===== src/rtl/bfsw_pkg.sv =====
package bfsw_pkg;

  localparam int TAPS        = 27;
  localparam int CENTER_TAP  = 13;
  localparam int LAST_TAP    = 26;
  localparam int WIDTH_W     = 16;
  localparam int MASK_W      = 27;
  localparam int PROD_W      = 2 * WIDTH_W;
  localparam int VOL_W       = 3 * WIDTH_W + 3;
  localparam int TOTAL_W     = VOL_W + 5;
  localparam int REM_W       = TOTAL_W + 1;
  localparam int WEIGHT_W    = 17;
  localparam int TAP_W       = 5;
  localparam int DIV_STEPS   = WEIGHT_W;
  localparam int QUEUE_DEPTH = 2;
  localparam logic [WEIGHT_W-1:0] WEIGHT_ONE = WEIGHT_W'(65536);

  typedef logic [1:0] digit_t;

  typedef struct packed {
    logic [2:0][WIDTH_W-1:0] wx;
    logic [2:0][WIDTH_W-1:0] wy;
    logic [2:0][WIDTH_W-1:0] wz;
    logic [MASK_W-1:0]       flow;
    logic [MASK_W-1:0]       idx;
  } cell_t;

  typedef struct packed {
    cell_t              geom;
    logic [TOTAL_W-1:0] total;
    logic               corner;
    logic               center_flow;
  } job_t;

  typedef enum logic [1:0] {
    W_ZERO,
    W_ONE,
    W_DIV
  } wsel_t;

  function automatic logic [TAP_W-1:0] tap_pos(digit_t z, digit_t y, digit_t x);
    return TAP_W'({z, 3'b000}) + TAP_W'(z) + TAP_W'({y, 1'b0}) + TAP_W'(y) + TAP_W'(x);
  endfunction

  // Halve once per nonzero offset; corners keep the full product.
  function automatic logic [1:0] vol_shift(digit_t z, digit_t y, digit_t x, logic corner);
    logic [1:0] nz;
    nz = 2'(x != 2'd1) + 2'(y != 2'd1) + 2'(z != 2'd1);
    return corner ? 2'd3 : 2'd3 - nz;
  endfunction

  // Exactly three of the six face neighbours are not flow cells.
  function automatic logic is_corner(logic [MASK_W-1:0] flow);
    logic [2:0] n;
    n = 3'(!flow[14]) + 3'(!flow[12]) + 3'(!flow[16]) +
        3'(!flow[10]) + 3'(!flow[22]) + 3'(!flow[4]);
    return n == 3'd3;
  endfunction

endpackage


===== src/rtl/bfsw_front.sv =====
module bfsw_front #(
  parameter int DEPTH = bfsw_pkg::QUEUE_DEPTH,
  parameter int LW    = $clog2(DEPTH + 1)
) (
  input  logic            clk,
  input  logic            rst,
  input  logic            start,
  input  bfsw_pkg::cell_t cell_in,
  output logic            busy,
  input  logic [LW-1:0]   q_level,
  output logic            push,
  output bfsw_pkg::job_t  push_job
);

  bfsw_pkg::cell_t item, pend;
  logic active;
  bfsw_pkg::digit_t x, y, z;
  logic [LW-1:0] inflight;
  logic last_issue, accept;

  logic s1_valid, s1_first, s1_last, s1_used;
  logic [bfsw_pkg::PROD_W-1:0] s1_prod;
  logic [bfsw_pkg::WIDTH_W-1:0] s1_wz;
  logic [1:0] s1_sh;
  logic s2_valid, s2_first, s2_last;
  logic [bfsw_pkg::VOL_W-1:0] s2_term;
  logic [bfsw_pkg::TOTAL_W-1:0] acc, acc_sum;
  logic [bfsw_pkg::TAP_W-1:0] tap;

  assign tap        = bfsw_pkg::tap_pos(z, y, x);
  assign last_issue = active && (tap == bfsw_pkg::TAP_W'(bfsw_pkg::LAST_TAP));
  assign busy       = (active && !last_issue) ||
                      ((LW + 1)'(q_level) + (LW + 1)'(inflight) >= (LW + 1)'(DEPTH));
  assign accept     = start && !busy;

  always_ff @(posedge clk) begin
    if (rst) begin
      active   <= 1'b0;
      inflight <= '0;
    end else begin
      if (accept) begin
        active <= 1'b1;
      end else if (last_issue) begin
        active <= 1'b0;
      end
      inflight <= inflight + LW'(accept) - LW'(push);
    end
  end

  always_ff @(posedge clk) begin
    if (accept) begin
      item <= cell_in;
      x <= '0;
      y <= '0;
      z <= '0;
    end else if (active) begin
      if (x == 2'd2) begin
        x <= '0;
        if (y == 2'd2) begin
          y <= '0;
          z <= z + 2'd1;
        end else begin
          y <= y + 2'd1;
        end
      end else begin
        x <= x + 2'd1;
      end
    end
    if (last_issue) begin
      pend <= item;
    end
  end

  always_ff @(posedge clk) begin
    if (rst) begin
      s1_valid <= 1'b0;
      s2_valid <= 1'b0;
    end else begin
      s1_valid <= active;
      s2_valid <= s1_valid;
    end
  end

  always_ff @(posedge clk) begin
    s1_prod  <= bfsw_pkg::PROD_W'(item.wx[x] * item.wy[y]);
    s1_wz    <= item.wz[z];
    s1_sh    <= bfsw_pkg::vol_shift(z, y, x, bfsw_pkg::is_corner(item.flow));
    s1_used  <= item.flow[tap] && item.idx[tap];
    s1_first <= tap == '0;
    s1_last  <= last_issue;
    s2_term  <= s1_used ?
                bfsw_pkg::VOL_W'(bfsw_pkg::VOL_W'(s1_prod * s1_wz) << s1_sh) : '0;
    s2_first <= s1_first;
    s2_last  <= s1_last;
    if (s2_valid) begin
      acc <= acc_sum;
    end
  end

  assign acc_sum = (s2_first ? '0 : acc) + bfsw_pkg::TOTAL_W'(s2_term);

  assign push                 = s2_valid && s2_last;
  assign push_job.geom        = pend;
  assign push_job.total       = acc_sum;
  assign push_job.corner      = bfsw_pkg::is_corner(pend.flow);
  assign push_job.center_flow = pend.flow[bfsw_pkg::CENTER_TAP];

endmodule


===== config.mk =====
export PLATFORM = sky130hd
export DESIGN_NAME = bfsw_front
export DESIGN_NICKNAME = d
export VERILOG_FILES = /design/src/rtl/bfsw_pkg.sv /design/src/rtl/bfsw_front.sv
export SDC_FILE = /design/constraint.sdc
export NUM_CORES = 2
export LEC_CHECK = 0
export BUFFER_PORTS_ARGS = -buffer_cell sky130_fd_sc_hd__buf_2
export CAP_MARGIN = 20
export CORE_MARGIN = 1
export CORE_UTILIZATION = 60
export CTS_CLUSTER_DIAMETER = 150
export DETAILED_ROUTE_END_ITERATION = 16
export PLACE_DENSITY = 0.81
export SETUP_SLACK_MARGIN = 0.5
export SYNTH_ARGS = -nofsm -noshare
export SYNTH_HDL_FRONTEND = slang
export SYNTH_SLANG_ARGS = --single-unit

===== constraint.sdc =====
create_clock -name clk -period 14.8 [get_ports clk]
set_clock_uncertainty 0.15 [all_clocks]
set_input_delay 2.22 -clock clk [delete_from_list [all_inputs] [get_ports clk]]
set_output_delay 2.22 -clock clk [all_outputs]
set_load 0.05 [all_outputs]

==> summary.txt <==
run status: finished, final reports clean
final worst path period share: 58.15%
XOR/XNOR Fraction of Synth Area: 2.216%
Vias/cell: 5.716
# IOs: 461
FMAX: 116.2 MHz
grt ovf: 0
post-synthesis simple-gate area fraction: 13.21%
clk slew on worst S/H paths: 0.07 ns
Compound-Gate Fraction of Synth Area: 8.343%
nets: 6038
Cell variety after synth: 95
EDFF count, synth: 452
max_cap viols: 0
routability congestion estimate: 0.9411
Synthesized Nets: 5666
layout cells sized above 1: 13.17%
CTS Root Buffer Type: clkbuf_16
Place WS: 6.228 ns
HP Class: register to register
post-synth top area share: 28.38%
Crit Path Max Fanout: 30
die area: 0.08084 mm2
post-cts sizing count: 0
chip height: 284.3 um
setup_tns: 0 ns
GRT Total Usage: 30.28%
site row count: 103
largest family of logic cells by synthesized area: adder cells
crit path DAT: 9.05 ns
sequential area share after synthesis: 33.28%
DR vias: 34.49k
global-route wire length before repair: 192900 um
Fill cells: 5779
final hold viol count: 0
fin util: 67.64%
yosys warns: 0
Finished Layout Cells: 6033
CTS Buffer Depth: 3
synth top area cells: edfxtp_1 (28%), fa_1 (26%), ha_1 (7.5%)
latest clock arrival within the worst-skew pair: 0.67 ns
Critical Path End Type: register
Die W: 284.3 um
Initial Util: 60.64%
DRT antenna net count: 0
drt pass-1 iters: 8
multiplexer share of the synthesized area: 1.915%
setup bufs post-CTS: 0
CORE AREA: 0.07887 mm2
Slew Limit Fails: 0
CTS tree: built
synthesized-area fraction occupied by adder cells: 33.63%
number of CTS-inserted buffers: 58
DRT iter0 DRCs: 2580
syn avg cell area: 10.51 um2
DRC: 0
WL/cell: 20.20 um
flops & latches, synth: 569
Crit path required time: 15.25 ns
clock sinks: 569
largest area contributor in the netlist: edfxtp_1
Placed Cells: 5909
Crit Path Class: register to register
Area Growth Syn to Fin: 11.54%
Synth async-reset ratio: 0%
Finish-stage setup viols: 0
Tightest Pin Transition: 1.121 ns
Port Buffers: 460
min Tclk post-route: 8.605 ns
Post-Syn Area: 0.04783 mm2
H-Tree Depth: 2
initial antenna violation count: 14
PnR worst setup slack: 6.195 ns
WL final: 121900 um
relative slew slack: 25.28%
unrepaired setup endpoints after global routing: no
# hold bufs at CTS: 0
Final HPWL DP: 93150 um
Main synth FF type: edfxtp_1
number of global-route vias before repair: 36.05k
pin count of the biggest net entering global routing: 125
Critical Path Source Type: register
flop-to-flop setup slack: 6.19 ns
Post-Synthesis Cells: 4552
## cells in the mapped netlist, types with 9 or more instances
master and instances:
a31oi_1 21, dfxtp_1 117, nand4_1 25, a21o_1 96, o22ai_1 9, o21ai_0 90
clkbuf_1 168, a311oi_1 15, xor2_1 43, inv_1 741, nor2_1 205, a211oi_1 29
nand2_1 613, fa_1 624, o21ai_1 19, edfxtp_1 452, ha_1 287, o21bai_1 14
a21oi_1 160, xnor2_1 78, o21a_1 22, nand2b_1 13, mux2i_1 78, nor2b_1 74
and2_1 252, nand3_1 45, buf_1 9, o211ai_1 11, nor3_1 40, and3_1 31
buf_2 14
## kinds of logic (layout without fill, tap and decap cells)
family	Yosys count	after routing
xor+xnor	121	121
fa+ha+maj	911	911
mux	86	86
simple gates	1343	1343
compound gates	586	586
flops	569	569
other cells	0	10
buf+inv	936	1357
## final cells by class
class | count | area, um2 | area share [%]
sequential | 569 | 15920 | 29.84
tap | 1050 | 1314 | 2.463
antenna | 10 | 25.02 | 0.04691
inverter | 743 | 2796 | 5.242
timing repair buffer | 505 | 2729 | 5.116
multi-input combinational | 3047 | 28380 | 53.20
clock buffer | 71 | 1583 | 2.967
clock inverter | 38 | 598.1 | 1.121
## registers in the layout, summed over array words and instances, names as in the netlist
name	count
push_job	198
y	2
active	1
s1_prod	32
s1_wz	16
s1_used	1
s2_valid	1
item	198
z	2
s1_first	1
s1_valid	1
acc	56
s2_term	51
s1_last	1
x	2
inflight	2
s2_first	1
s2_last	1
s1_sh	2
## through the flow
step | hold slack [ns] | area (um2)
6_report | 0.1847 | 53340
5_1_grt | 0.2080 | 53340
4_1_cts | 0.1815 | 53220
3_5_place_dp | 0.1643 | 51040
3_3_place_gp | 0.1635 | 50990
2_1_floorplan | 0.1596 | 47830
## metal layers
layer	up-vias	part of all wire, %	GRT usage, %
li1	15490	-	-
met4	4	4.1	11.77
met1	16920	38	38.29
met3	316	8.7	5.843
met5	-	0.023	0
met2	1758	49	51.47
## layout by cell type, fill, tap and decap left out, drive strengths merged, types with 16 or more instances in the layout
cell	count
nand3	47
ha	287
nor2	205
edfxtp	452
dfxtp	117
a211oi	31
nor2b	74
inv	743
a31oi	21
a311oi	16
and2	253
nand4	25
clkbuf	71
xnor2	78
nand2	614
and3	33
xor2	43
fa	624
mux2i	78
a21oi	163
a21o	96
clkinv	22
o21a	22
o21ai	109
buf	505
nor3	40
## path summary, 6_finish.rpt
check,from,endpoint,cells past startpoint
max,x[1],s1_prod[28],22
min,s1_last,s2_last,0
max reg2reg,x[1],s1_prod[28],22
min reg2reg,s1_last,s2_last,0
## critical path, stage by stage, from the launching register on
cell	delay [ns]
dfxtp_1	0.86
nor2b_2	0.96
a21o_1	0.54
nand2_1	0.14
fa_1	0.54
inv_1	0.07
fa_1	0.53
inv_1	0.05
fa_1	0.48
fa_1	0.56
fa_1	0.43
fa_1	0.49
inv_1	0.04
ha_1	0.38
a21o_1	0.19
o32ai_1	0.34
a311oi_1	0.11
o21ai_1	0.21
a31oi_1	0.16
o31ai_1	0.51
a21oi_1	0.24
nor4b_1	0.40
a211o_1	0.15
Power is not shown: default switching activity piles up to over one toggle a cycle in this logic, so the estimate is an artifact.
