$ cat config.mk
export PLATFORM = sky130hd
export DESIGN_NAME = bfsw_queue
export DESIGN_NICKNAME = d
export VERILOG_FILES = /design/src/rtl/bfsw_pkg.sv /design/src/rtl/bfsw_queue.sv
export SDC_FILE = /design/constraint.sdc
export NUM_CORES = 1
export LEC_CHECK = 0
export BUFFER_PORTS_ARGS = -buffer_cell sky130_fd_sc_hd__buf_2
export CAP_MARGIN = 20
export CORE_AREA = 2 2 204 206
export DETAILED_ROUTE_END_ITERATION = 8
export DIE_AREA = 0 0 206 208
export PLACE_DENSITY = 0.82
export SLEW_MARGIN = 20
export SYNTH_ARGS = -nofsm -noshare
export SYNTH_HDL_FRONTEND = slang
export SYNTH_SLANG_ARGS = --single-unit
$ cat constraint.sdc
create_clock -name clk -period 33.5 [get_ports clk]
set_input_delay 1.675 -clock clk [delete_from_list [all_inputs] [get_ports clk]]
set_output_delay 1.675 -clock clk [all_outputs]
set_load 0.02 [all_outputs]
$ cat src/rtl/bfsw_pkg.sv
package bfsw_pkg;

  localparam int TAPS        = 27;
  localparam int CENTER_TAP  = 13;
  localparam int LAST_TAP    = 26;
  localparam int WIDTH_W     = 16;
  localparam int MASK_W      = 27;
  localparam int PROD_W      = 2 * WIDTH_W;
  localparam int VOL_W       = 3 * WIDTH_W + 3;
  localparam int TOTAL_W     = VOL_W + 5;
  localparam int REM_W       = TOTAL_W + 1;
  localparam int WEIGHT_W    = 17;
  localparam int TAP_W       = 5;
  localparam int DIV_STEPS   = WEIGHT_W;
  localparam int QUEUE_DEPTH = 2;
  localparam logic [WEIGHT_W-1:0] WEIGHT_ONE = WEIGHT_W'(65536);

  typedef logic [1:0] digit_t;

  typedef struct packed {
    logic [2:0][WIDTH_W-1:0] wx;
    logic [2:0][WIDTH_W-1:0] wy;
    logic [2:0][WIDTH_W-1:0] wz;
    logic [MASK_W-1:0]       flow;
    logic [MASK_W-1:0]       idx;
  } cell_t;

  typedef struct packed {
    cell_t              geom;
    logic [TOTAL_W-1:0] total;
    logic               corner;
    logic               center_flow;
  } job_t;

  typedef enum logic [1:0] {
    W_ZERO,
    W_ONE,
    W_DIV
  } wsel_t;

  function automatic logic [TAP_W-1:0] tap_pos(digit_t z, digit_t y, digit_t x);
    return TAP_W'({z, 3'b000}) + TAP_W'(z) + TAP_W'({y, 1'b0}) + TAP_W'(y) + TAP_W'(x);
  endfunction

  // Halve once per nonzero offset; corners keep the full product.
  function automatic logic [1:0] vol_shift(digit_t z, digit_t y, digit_t x, logic corner);
    logic [1:0] nz;
    nz = 2'(x != 2'd1) + 2'(y != 2'd1) + 2'(z != 2'd1);
    return corner ? 2'd3 : 2'd3 - nz;
  endfunction

  // Exactly three of the six face neighbours are not flow cells.
  function automatic logic is_corner(logic [MASK_W-1:0] flow);
    logic [2:0] n;
    n = 3'(!flow[14]) + 3'(!flow[12]) + 3'(!flow[16]) +
        3'(!flow[10]) + 3'(!flow[22]) + 3'(!flow[4]);
    return n == 3'd3;
  endfunction

endpackage

$ cat src/rtl/bfsw_queue.sv
module bfsw_queue #(
  parameter int DEPTH = bfsw_pkg::QUEUE_DEPTH,
  parameter int LW    = $clog2(DEPTH + 1)
) (
  input  logic           clk,
  input  logic           rst,
  input  logic           push,
  input  bfsw_pkg::job_t push_job,
  input  logic           pop,
  output logic           q_valid,
  output bfsw_pkg::job_t q_job,
  output logic [LW-1:0]  level
);

  localparam int AW = $clog2(DEPTH);

  bfsw_pkg::job_t slots [DEPTH];
  logic [AW-1:0] wr_ptr, rd_ptr;

  always_ff @(posedge clk) begin
    if (rst) begin
      wr_ptr <= '0;
      rd_ptr <= '0;
      level  <= '0;
    end else begin
      if (push) begin
        wr_ptr <= (wr_ptr == AW'(DEPTH - 1)) ? '0 : wr_ptr + AW'(1);
      end
      if (pop) begin
        rd_ptr <= (rd_ptr == AW'(DEPTH - 1)) ? '0 : rd_ptr + AW'(1);
      end
      level <= level + LW'(push) - LW'(pop);
    end
  end

  always_ff @(posedge clk) begin
    if (push) begin
      slots[wr_ptr] <= push_job;
    end
  end

  assign q_valid = level != '0;
  assign q_job   = slots[rd_ptr];

endmodule

==> results of run 1 <==
-- power by group through the flow --
stage               sequential, mW  combinational [mW]  clock, mW
floorplan                    0.790               0.118          0
finish                       0.768               0.181      0.574
global placement             0.779               0.177          0
global route                 0.771               0.192      0.611
detailed placement           0.782               0.181          0
CTS                          0.769               0.182      0.588
-- critical path: cells and delay by family, from the launching register on --
kind                   cells  cell delay (ps)
flip-flops                 1              730
multiplexers               1              430
buffers and inverters      3             1740
-- per-stage QoR --
step	std cells	power [mW]	setup slack, ps
after floorplan	816	0.9081	19900
after global placement	1848	0.9568	28800
after detailed placement	1848	0.9629	28780
after CTS	1942	1.539	28160
after global routing	1949	1.574	27990
final	1952	1.524	28190
-- flip-flops by register name, summed over array words and instances (netlist names), named ones only --
signal,count
level,2
rd_ptr,1
slots,512
wr_ptr,1
-- how the worst min path moves through the flow --
stage	end	depth (start not counted)
final	rd_ptr$_SDFFE_PP0P_	2
after global routing	rd_ptr$_SDFFE_PP0P_	2
after CTS	rd_ptr$_SDFFE_PP0P_	2
after detailed placement	rd_ptr$_SDFFE_PP0P_	2
after global placement	rd_ptr$_SDFFE_PP0P_	2
after floorplan	flop	2
-- per-layer routing --
layer,share of wire (%),vias up
met5,0.067,-
met1,35,4858
met3,9.9,80
li1,-,4395
met4,2.9,4
met2,52,470
-- cell type report --
type / count / area (µm²) / area share, %
diodes: 10 / 25.02 / 0.1062
repair buffers: 528 / 2668 / 11.32
flip-flops and latches: 517 / 15480 / 65.71
multi-input cells: 269 / 2998 / 12.73
clock buffers: 57 / 1341 / 5.694
clock inverters: 37 / 372.9 / 1.583
well taps: 532 / 665.6 / 2.826
inverters: 2 / 7.507 / 0.03187
-- synthesized netlist by cell type, drive strengths merged --
library cell / n / area share (%)
buf: 28 / 1.6
edfxtp: 512 / 82
xnor3: 1 / 0.12
nor2b: 2 / 0.067
mux2: 256 / 15
xnor2: 2 / 0.093
dfxtp: 5 / 0.53
or2: 1 / 0.033
and2: 1 / 0.033
ha: 2 / 0.13
inv: 2 / 0.040
nor2: 4 / 0.080
-- cells by family (layout without fill, tap and decap cells) --
group	after synthesis	after routing	share of synthesized area, %
simple gates	8	8	0.2133
xor+xnor	3	3	0.2133
mux	256	256	15.35
other cells	0	10	0
buf+inv	30	624	1.666
flops	517	517	82.42
fa+ha+maj	2	2	0.1333
==> qor.txt, run 1 <==
CP Launch Type: flop
Starting Density: 46.30%
DRC: 0
Reg2Reg Depth: 3
Post-synthesis sequential area ratio: 82.42%
Arr. time, crit path: 3630 ps
Clock skew: 11.55 ps
Sequential share of power: 50.4%
Reg2reg end: slots[1][55]$_DFFE_PP_
Via Count: 9807
GR Layer Usage met1: 19.41%
Switching Share: 23.22%
Post-Syn Area: 0.01878 mm²
Fin crit share: 15.85%
Worst R2R Start: wr_ptr$_SDFFE_PP0P_
DR vias/cell: 5.024
Warnings, synthesis: 0
Design Area, Final: 0.02356 mm²
Critical path type: reg2out
Clock network power share: 37.7%
Slew @ Worst Pin: 1047 ps
Die Ht: 208 µm
Layout area overhead: 25.46%
Largest net degree at the start of global routing: 81
CTS Sinks: 517
Max Root-Sink Buffers: 3
DR iter-0 viols: 502
H-tree Lvls: 2
Cell Chain, Critical Path: buf_4, buf_4, mux2_2, buf_2
F_max: 188.4 MHz
Critical path's largest stage delay: 870 ps
Most common library cell in the layout ignoring fill and taps: buf_2
Port buffer count: 518
Routed length per instance: 20.71 µm
Global route overflow: 0
Fin Hold WS: 520.2 ps
Syn nets: 1078
DP Area: 0.02182 mm²
Lkg Pwr: 8.819 nW
Gate power share: 11.9%
Post-CTS Resized: 0
GRT Max-Usage Layer: met2
Worst Path Required: 31820 ps
GR Layer Usage met2: 32.34%
Worst Setup EP: q_job[139]
ANT nets after route: 0
Hold path start: rd_ptr$_SDFFE_PP0P_
Slowest cell on crit path: buf_4
Status: complete, no violations
Worst skew pair latency: 560 ps
TritonCTS Buffers: 51
Dpl hpwl: 27390 µm
WL final: 40430 µm
CTS root buffer: clkbuf_16
Final setup vio count: 0
Worst hold path type: reg2reg
Syn avg cell area: 23.01 µm²
CP max FO: 80
Min Tclk post-route: 5309 ps
FF+latch count, synth: 517
Pwr dens: 64.68 mW/mm²
Final-report max-slew violation count: 0
RSZ-0062 raised after global routing: false
Post-CTS Hold Buffers: 0
Final Util: 58.09%
GP Congestion: 0.7891
Max cap viols: 0
Die ar.: 0.04285 mm²
First-pass GRT wire length: 58430 µm
Fill count: 2981
Cells after Synth: 816
Io pins: 519
Final TNS setup: 0 ps
Antenna violations before repair: 12
Pint: 1.170 mW
Nets: 1631
Worst VDD drop: 47.81 µV
Final Hold Vio Count: 0
Global Route met3 Usage: 5.796%
Slew HR: 30.18%
Row count: 74
Drt first pass iters: 4
Synth unique cells: 14
CTS tree: built
Commonest non-fill, non-tap cells in the layout: buf_2 (518), edfxtp_1 (512), mux2_2 (256), clkbuf_16 (53), clkinv_2 (19)
Clock transition at path regs: 60 ps
Vias in the first global route: 10330
Crit. End Element: output port
Core area: 0.04055 mm²
Postcts setup bufs: 0
Crit-path most repeated cell: buf_4
Reg-to-reg setup timing slack: 30300 ps
Fraction of layout instances using a drive strength above 1: 61.84%
Die Width: 206 µm
Switching Power: 0.3537 mW
All-Layer GR Usage: 18.07%
Power figures use the tool's default switching activity.
==> run 2, diff against run 1 <==
CORE_AREA = 2 2 199 201   (was 2 2 204 206)
DIE_AREA = 0 0 201 203   (was 0 0 206 208)
PLACE_DENSITY = 0.85   (was 0.82)
clock period = 5 ns   (was 33.5 ns; I/O delays follow)
==> run 2 against run 1 <==
Compared with the run above:
- critical path depth down 1
- first-iteration DRC count up 32%
- final area up 10%
- final cell count up 12%
- sequential share of layout area down 6.0 points
- core utilization up 9.3 points
- power rose to 6.6 times the previous value
- wire length up 21%
==> qor.txt, run 2 (synthesis results as in run 1) <==
Status: complete, no violations
Largest net degree at the start of global routing: 131
Final-report max-slew violation count: 0
Final Hold Vio Count: 0
Global route overflow: 0
GP Congestion: 0.7953
Dpl hpwl: 26610 µm
CP max FO: 108
Setup WS pre-CTS: 2535 ps
Layout area overhead: 38.08%
Total power: 10.10 mW
Postcts setup bufs: 0
DR WL met2: 25760 µm
Slew @ Worst Pin: 1005 ps
Max Root-Sink Buffers: 3
Fin crit share: 62.45%
DR iter-0 viols: 663
Antenna violations before repair: 5
TritonCTS Buffers: 49
CP Launch Type: flop
Fill count: 2318
Core area: 0.03847 mm²
Routed length per instance: 22.50 µm
Design Area, Final: 0.02592 mm²
DRC: 0
H-tree Lvls: 2
Biggest regs: slots (512), level (2)
Final TNS setup: 0 ps
Fraction of layout instances using a drive strength above 1: 51.51%
Max cap viols: 0
Worst Path Required: 4750 ps
Clock transition at path regs: 60 ps
Lkg Pwr: 9.765 nW
Reg-to-reg setup timing slack: 3250 ps
Critical path type: reg2out
Setup ws final: 1878 ps
Io pins: 519
Critical path's largest stage delay: 980 ps
Drt first pass iters: 7
M1 WL: 17610 µm
Port buffer count: 518
Die Ht: 203 µm
Final setup vio count: 0
Commonest non-fill, non-tap cells in the layout: buf_2 (518), edfxtp_1 (512), dlygate4sd3_1 (259), mux2_2 (256), clkbuf_16 (49)
Via Count: 11220
All-Layer GR Usage: 23.24%
Vias in the first global route: 12150
Most common library cell in the layout ignoring fill and taps: buf_2
Nets: 1884
Worst Path Buf+Inv: 2
Top routing layer in use: met4
ANT nets after route: 0
DR vias/cell: 5.153
Pwr dens: 389.6 mW/mm²
Largest Register: slots
CTS tree: built
Row count: 72
Min Tclk post-route: 3122 ps
Die ar.: 0.04080 mm²
CTS root buffer: clkbuf_16
Worst path top cell family by delay: flip-flops
DP Area: 0.02184 mm²
First-pass GRT wire length: 71890 µm
Max reg flops: 512
Slew HR: 32.98%
Die Width: 201 µm
CTS Sinks: 517
Crit. End Element: output port
Clock skew: 15.75 ps
Worst VDD drop: 485.0 µV
Slowest cell on crit path: dfxtp_4
Arr. time, crit path: 2870 ps
Worst hold path type: in2reg
Worst skew pair latency: 570 ps
Starting Density: 48.81%
RSZ-0062 raised after global routing: false
Met3 WL: 3993 µm
Post-CTS Resized: 0
WL final: 48970 µm
Cell Chain, Critical Path: buf_12, mux2_2, buf_2
F_max: 320.3 MHz
==> run 2: tightest hold or removal path, stage by stage <==
cell	delay, ps
buf_2	130
xnor2_1	110
nor2_1	140
==> run 2: area by class of cell <==
type | instances | area, µm² | area share [%]
Clock inverter | 31 | 237.7 | 0.9170
Inverter | 2 | 7.507 | 0.02896
Multi-Input combinational cell | 269 | 2998 | 11.56
Clock buffer | 52 | 1237 | 4.773
Antenna cell | 5 | 12.51 | 0.04826
Tap cell | 518 | 648.1 | 2.500
Sequential cell | 517 | 15480 | 59.71
Timing Repair Buffer | 783 | 5305 | 20.46
==> run 2: metal layers <==
metal / vias to the layer above / GRT usage (%)
met1: 5577 / 26.57
met5: - / 0
li1: 4879 / -
met4: 0 / 8.915
met2: 659 / 41.73
met3: 102 / 6.260
==> run 2: what timing repair did <==
item | in CTS | in global routing
endpoints found under the setup margin | 0 | 0
hold endpoints to repair | 517 | 0
hold buffers | 259 | 0
==> run 2: metrics by stage <==
stage          utilization, %  cells  hold WS [ps]
4_1_cts                 67.36   2172         16.28
3_5_place_dp            56.79   1830         441.4
5_1_grt                 67.39   2176         117.0
6_report                67.40   2177         110.9
3_3_place_gp            56.79   1830         437.3
2_1_floorplan               -    816         321.6
==> run 2: path summary, 6_finish.rpt <==
check | from | end | depth (start not counted)
max | flop | q_job[61] | 3
min | pop | rd_ptr$_SDFFE_PP0P_ | 3
max reg2reg | wr_ptr$_SDFFE_PP0P_ | slots[1][40]$_DFFE_PP_ | 2
min reg2reg | wr_ptr$_SDFFE_PP0P_ | wr_ptr$_SDFFE_PP0P_ | 2
==> run 2: where the power goes <==
| group | internal (mW) | total (mW) | switching, mW | leakage, nW |
|---|---|---|---|---|
| clock network | 1.94 | 3.50 | 1.56 | 0.722 |
| logic | 0.615 | 1.43 | 0.817 | 4.20 |
| registers | 5.07 | 5.17 | 0.0999 | 4.85 |
